<file path="src/rtl/nph_ram.sv">
module nph_ram
#(
   parameter int WIDTH = 8,
   parameter int DEPTH = 256
)
(
   input  logic                     clock,
   input  logic                     write_enable,
   input  logic [$clog2(DEPTH)-1:0] write_address,
   input  logic [WIDTH-1:0]         write_data,
   input  logic [$clog2(DEPTH)-1:0] read_address,
   output logic [WIDTH-1:0]         read_data
);

   logic [WIDTH-1:0] mem_ff [DEPTH];
   logic [WIDTH-1:0] read_data_ff;

   // One write port and one registered read port.
   always_ff @(posedge clock) begin
      if (write_enable) begin
         mem_ff[write_address] <= write_data;
      end
      read_data_ff <= mem_ff[read_address];
   end

   assign read_data = read_data_ff;

endmodule

</file>
<file path="config.mk">
export PLATFORM = sky130hd
export DESIGN_NAME = nph_ram
export DESIGN_NICKNAME = d
export VERILOG_FILES = /design/src/rtl/nph_ram.sv
export SDC_FILE = /design/constraint.sdc
export NUM_CORES = 2
export LEC_CHECK = 0
export ABC_AREA = 0
export BUFFER_PORTS_ARGS = -buffer_cell sky130_fd_sc_hd__buf_2
export CAP_MARGIN = 10
export CORE_ASPECT_RATIO = 1.5
export CORE_MARGIN = 4
export CORE_UTILIZATION = 50
export DETAILED_ROUTE_END_ITERATION = 10
export HOLD_SLACK_MARGIN = 0.12
export PLACE_DENSITY_LB_ADDON = 0.2
export SYNTH_ARGS = -nofsm -noshare
export SYNTH_HDL_FRONTEND = slang
export SYNTH_SLANG_ARGS = --single-unit
</file>
<file path="constraint.sdc">
create_clock -name clock -period 4.26 [get_ports clock]
set_input_delay 0.213 -clock clock [delete_from_list [all_inputs] [get_ports clock]]
set_output_delay 0.213 -clock clock [all_outputs]
set_load 0.005 [all_outputs]
</file>
-- Word-level counts from Yosys, hierarchy flattened
Memories as Yosys holds them, arrays and structs flattened. A register that Yosys moved wholly into a read port is not among the register bits.
Index checks and enable logic that the tools add are counted.
- mux-type cells: 2
- operators by type and width (operator ; number):
    $mux W1 ; 2
- bits in registers: 0
- RAM bits: 2048
- output and inout bits: 8
- memories: 1
- memory list (memory ; words ; bits a word ; read ports ; clocked after memory_dff ; wr ports ; line ; RTL):
    mem_ff ; 256 ; 8 ; 1 ; 1 ; 1 ; 15 ; logic [WIDTH-1:0] mem_ff [DEPTH];

-- Logic depth before layout (Yosys ltp)
- word-level depth: 2
- depth in mapped cells: 11
- gate-level depth less buffers: 6

-- Worst setup path before layout
OpenSTA, ideal clock, no wires.
- kind: input port to flip-flop
- start point: in read_address[0]
- end point: reg read_data_ff[2] (netlist: read_data[2]), read port of mem_ff
- setup time: 0.131 ns
- arrival time: 2.020 ns
- data required time: 4.129 ns
- setup slack: 2.109 ns
- stages: 9
- cells stage by stage: buf_6 buf_12 buf_8 buf_2 mux4_2 a22oi_1 a21oi_1 nor4_1 nor4_2
- RTL lines (what ; line ; RTL):
    start: declaration ; 11 ; input logic [$clog2(DEPTH)-1:0] read_address,
    end: declaration ; 16 ; logic [WIDTH-1:0] read_data_ff;

-- Worst setup path in the final report
- start point: in write_address[2]
- end point: mem mem_ff[226][5], enable pin
- RTL lines (what ; line ; RTL):
    start: declaration ; 9 ; input logic [$clog2(DEPTH)-1:0] write_address,
    end: declaration ; 15 ;
No word-level cell before the write port.

==> results.sh <==
export IMPL_synth_edf_count=2048
export IMPL_p_leak_nw=27.1
export IMPL_crit_fanout=13
export IMPL_nNetsFinal=3898
export IMPL_cts_tree="done"
export IMPL_cp_start_kind="input pin"
export IMPL_antenna_found_initial=17
export IMPL_critical_path_buf_inv_count=2
export IMPL_cts_inserted_buffers=183
export IMPL_path_class="in -> reg"
export IMPL_period_share=0.708
export IMPL_whs_endpoint="mem_ff[111][6]$_DFFE_PP_"
export IMPL_grt_pass1_wl_um=287000
export IMPL_post_cts_setup_buffer_count=0
export IMPL_max_cap_viol_count=0
export IMPL_first_pass_iters=7
export IMPL_p_per_area_mw_per_mm2=459
export IMPL_dieHeight_um=497
export IMPL_gp_congestion=0.835
export IMPL_dieArea_mm2=0.166
export IMPL_critPathRequiredTime_ps=4700
export IMPL_drt_wl_total_um=200000
export IMPL_yosysSeqAreaShare=0.775
export IMPL_rows=179
export IMPL_ir_drop_mv=0.306
export IMPL_worstRegToRegCells=6
export IMPL_grt_max_degree=143
export IMPL_hpwl_um=126000
export IMPL_synth_seq_cells=2056
export IMPL_vias_per_cell=6.32
export IMPL_cp_cell_sequence="dlygate4sd3_1 > buf_2 > nor2_1 > nand3_2 > nor2_1"
export IMPL_cts_max_path_buffers=3
export IMPL_synth_cells=3733
export IMPL_vias=38700
export IMPL_design_core_area_mm2=0.158
export IMPL_cp_num_cells=5
export IMPL_fin_setup_tns_ps=0
export IMPL_cts_sinks=2056
export IMPL_synthesis_nets=3759
export IMPL_synth_top_area_cell="edfxtp_1"
export IMPL_overflow=0
export IMPL_grt_pass1_vias=39300
export IMPL_io_pin_count=34
export IMPL_worstMarginPinSlew_ps=1290
export IMPL_hold_violations=0
export IMPL_cts_resized=0
export IMPL_hold_path_class="in -> reg"
export IMPL_slew_headroom=0.139
export IMPL_start_util=0.502
export IMPL_cp_end_kind="flip-flop"
export IMPL_fmax_ghz=0.331
export IMPL_htreeDepth=4
export IMPL_status="finished clean"
export IMPL_worst_slack_ps=1240
export IMPL_dominantRegCellSynth="edfxtp_1"
export IMPL_clock_latency_ps=840
export IMPL_synth_area_leaders="edfxtp_1, mux4_2, mux2i_1"
export IMPL_fin_skew_ps=23.3
export IMPL_synthesis_area_mm2=0.0796
export IMPL_path_common_cell="nor2_1"
export IMPL_layout_drive_gt1_share=0.226
export IMPL_max_stage_delay_ps=980
export IMPL_drv_slew=0
export IMPL_hold_path_cell_count=1
export IMPL_cp_arrival_ps=3460
export IMPL_r2r_slack_ps=1320
export IMPL_track_usage=0.243
export IMPL_synth_top_area_share=0.773
export IMPL_wl_per_cell_um=32.7
export IMPL_hp_start="write_data[6]"
export IMPL_cts_root_buf="clkbuf_16"
export IMPL_syn_to_final_growth_pct=11.0
export IMPL_drtAntennaViolNets=0
export IMPL_drc=0
export IMPL_yosysWarnings=0
export IMPL_synthArstFlopShare=0
export IMPL_rsz0062_at_grt="false"
export IMPL_cpMaxStageDelayCell="nor2_1"
export IMPL_reg2reg_from="mem_ff[83][5]$_DFFE_PP_"
export IMPL_synth_cell_types=55
export IMPL_post_place_ws_ps=694
export IMPL_avgSynthCellArea_um2=21.3
export IMPL_setup_violations=0
export IMPL_rr_endpoint="read_data[5]$_DFF_P_"
export IMPL_utilization=0.558
export IMPL_finalCriticalPeriod_ps=3020
export IMPL_path_delay_family="simple AND/OR/NAND/NOR gates"
export IMPL_clk_pin_slew_worst_paths_ps=70
export IMPL_die_x_um=334
export IMPL_io_buffers=33
export IMPL_drtIter0Drc=4552
[synthesized netlist by cell type (24+ instances only)]
cell,number
buf_4,27
o221ai_1,46
nor2b_1,31
edfxtp_1,2048
nand3_1,34
a21oi_1,96
nor4_1,24
buf_2,31
clkbuf_1,111
mux2i_1,134
a22oi_1,133
o22ai_1,28
nor2_1,282
mux4_2,454
nand2_1,33
[cell families (layout without fill, tap and decap cells)]
group,count (synthesis),count (layout),synth area share
multiplexers,591,591,0.146
AO/OA/AOI/OAI,385,385,0.0342
AND/OR/NAND/NOR,466,466,0.0263
flip-flops,2056,2056,0.775
buffers and inverters,235,534,0.0183
other,0,6,0
[report_power, final]
| group | internal, mW | total [mW] | switching (mW) |
|---|---|---|---|
| Clock | 8.83 | 16.2 | 7.38 |
| Combinational | 0.697 | 2.04 | 1.34 |
| Sequential | 22.3 | 22.3 | 0.0387 |
| Total | 31.8 | 40.6 | 8.76 |
[registers in the layout, indices dropped and copies added, names as in the netlist]
name       count
read_data      8
mem_ff      2048
[per-layer routing]
metal,routed length (um),GRT usage,vias to the layer above
li1,-,-,16000
met1,74300,0.316,20700
met3,13800,0.0394,359
met2,104000,0.417,1665
met4,8060,0.0892,0
met5,0,0,-
[timing repair]
action,in CTS,in global routing
hold endpoints to repair,721,0
hold buffers,8,0
setup endpoints to repair,0,0
[layout make-up]
| cell class | instances | area [um2] |
|---|---|---|
| clock buffers | 224 | 4780 |
| inverters | 2 | 7.51 |
| clock inverters | 121 | 1050 |
| well taps | 2081 | 2600 |
| flip-flops and latches | 2056 | 61700 |
| multi-input cells | 1442 | 16500 |
| repair buffers | 187 | 1730 |
| fillers | 11600 | 70000 |
| diodes | 6 | 15.0 |
[worst max-delay path by stage]
| stage | endpoint | startpoint | slack (ps) |
|---|---|---|---|
| 6_report | mem_ff[226][5]$_DFFE_PP_ | write_address[2] | 1240 |
| 2_1_floorplan | read_data[2]$_DFF_P_ | read_address[0] | 2110 |
| 3_5_place_dp | read_data[2]$_DFF_P_ | read_address[0] | 690 |
| 4_1_cts | read_data[5]$_DFF_P_ | mem_ff[82][5]$_DFFE_PP_ | 1330 |
| 3_3_place_gp | read_data[2]$_DFF_P_ | read_address[0] | 720 |
| 5_1_grt | mem_ff[82][0]$_DFFE_PP_ | write_address[2] | 1200 |
[placed cells by master (no fill, tap or decap), drive strengths merged, types with 7 or more instances in the layout]
master,netlist,final
edfxtp,2048,2048
mux4,456,456
nor2,282,282
clkbuf,111,225
buf,122,178
mux2i,134,134
a22oi,133,133
a21oi,96,96
clkinv,1,93
o221ai,47,47
nand3,34,34
nand2,33,33
nor2b,31,31
o22ai,28,28
nor4,27,27
nor3,22,22
a211oi,16,16
a221oi,14,14
bufinv,0,13
o21ai,12,12
nand4,10,10
o211ai,10,10
inv,1,10
nand2b,8,8
a22o,8,8
dlygate4sd3,0,8
dfxtp,8,8
clkinvlp,0,7
[per-stage QoR]
step / std cells / cell area (um2) / hold slack (ps) / total power, mW
3_5_place_dp: 5760 / 82400 / 712 / 24.8
4_1_cts: 6113 / 88300 / 134 / 40.8
6_report: 6119 / 88300 / 118 / 40.6
3_3_place_gp: 5760 / 82400 / 703 / 24.8
5_1_grt: 6114 / 88300 / 139 / 41.7
2_1_floorplan: 3733 / 79600 / 312 / 23.8
No activity file was read; power rests on OpenSTA's default activity.
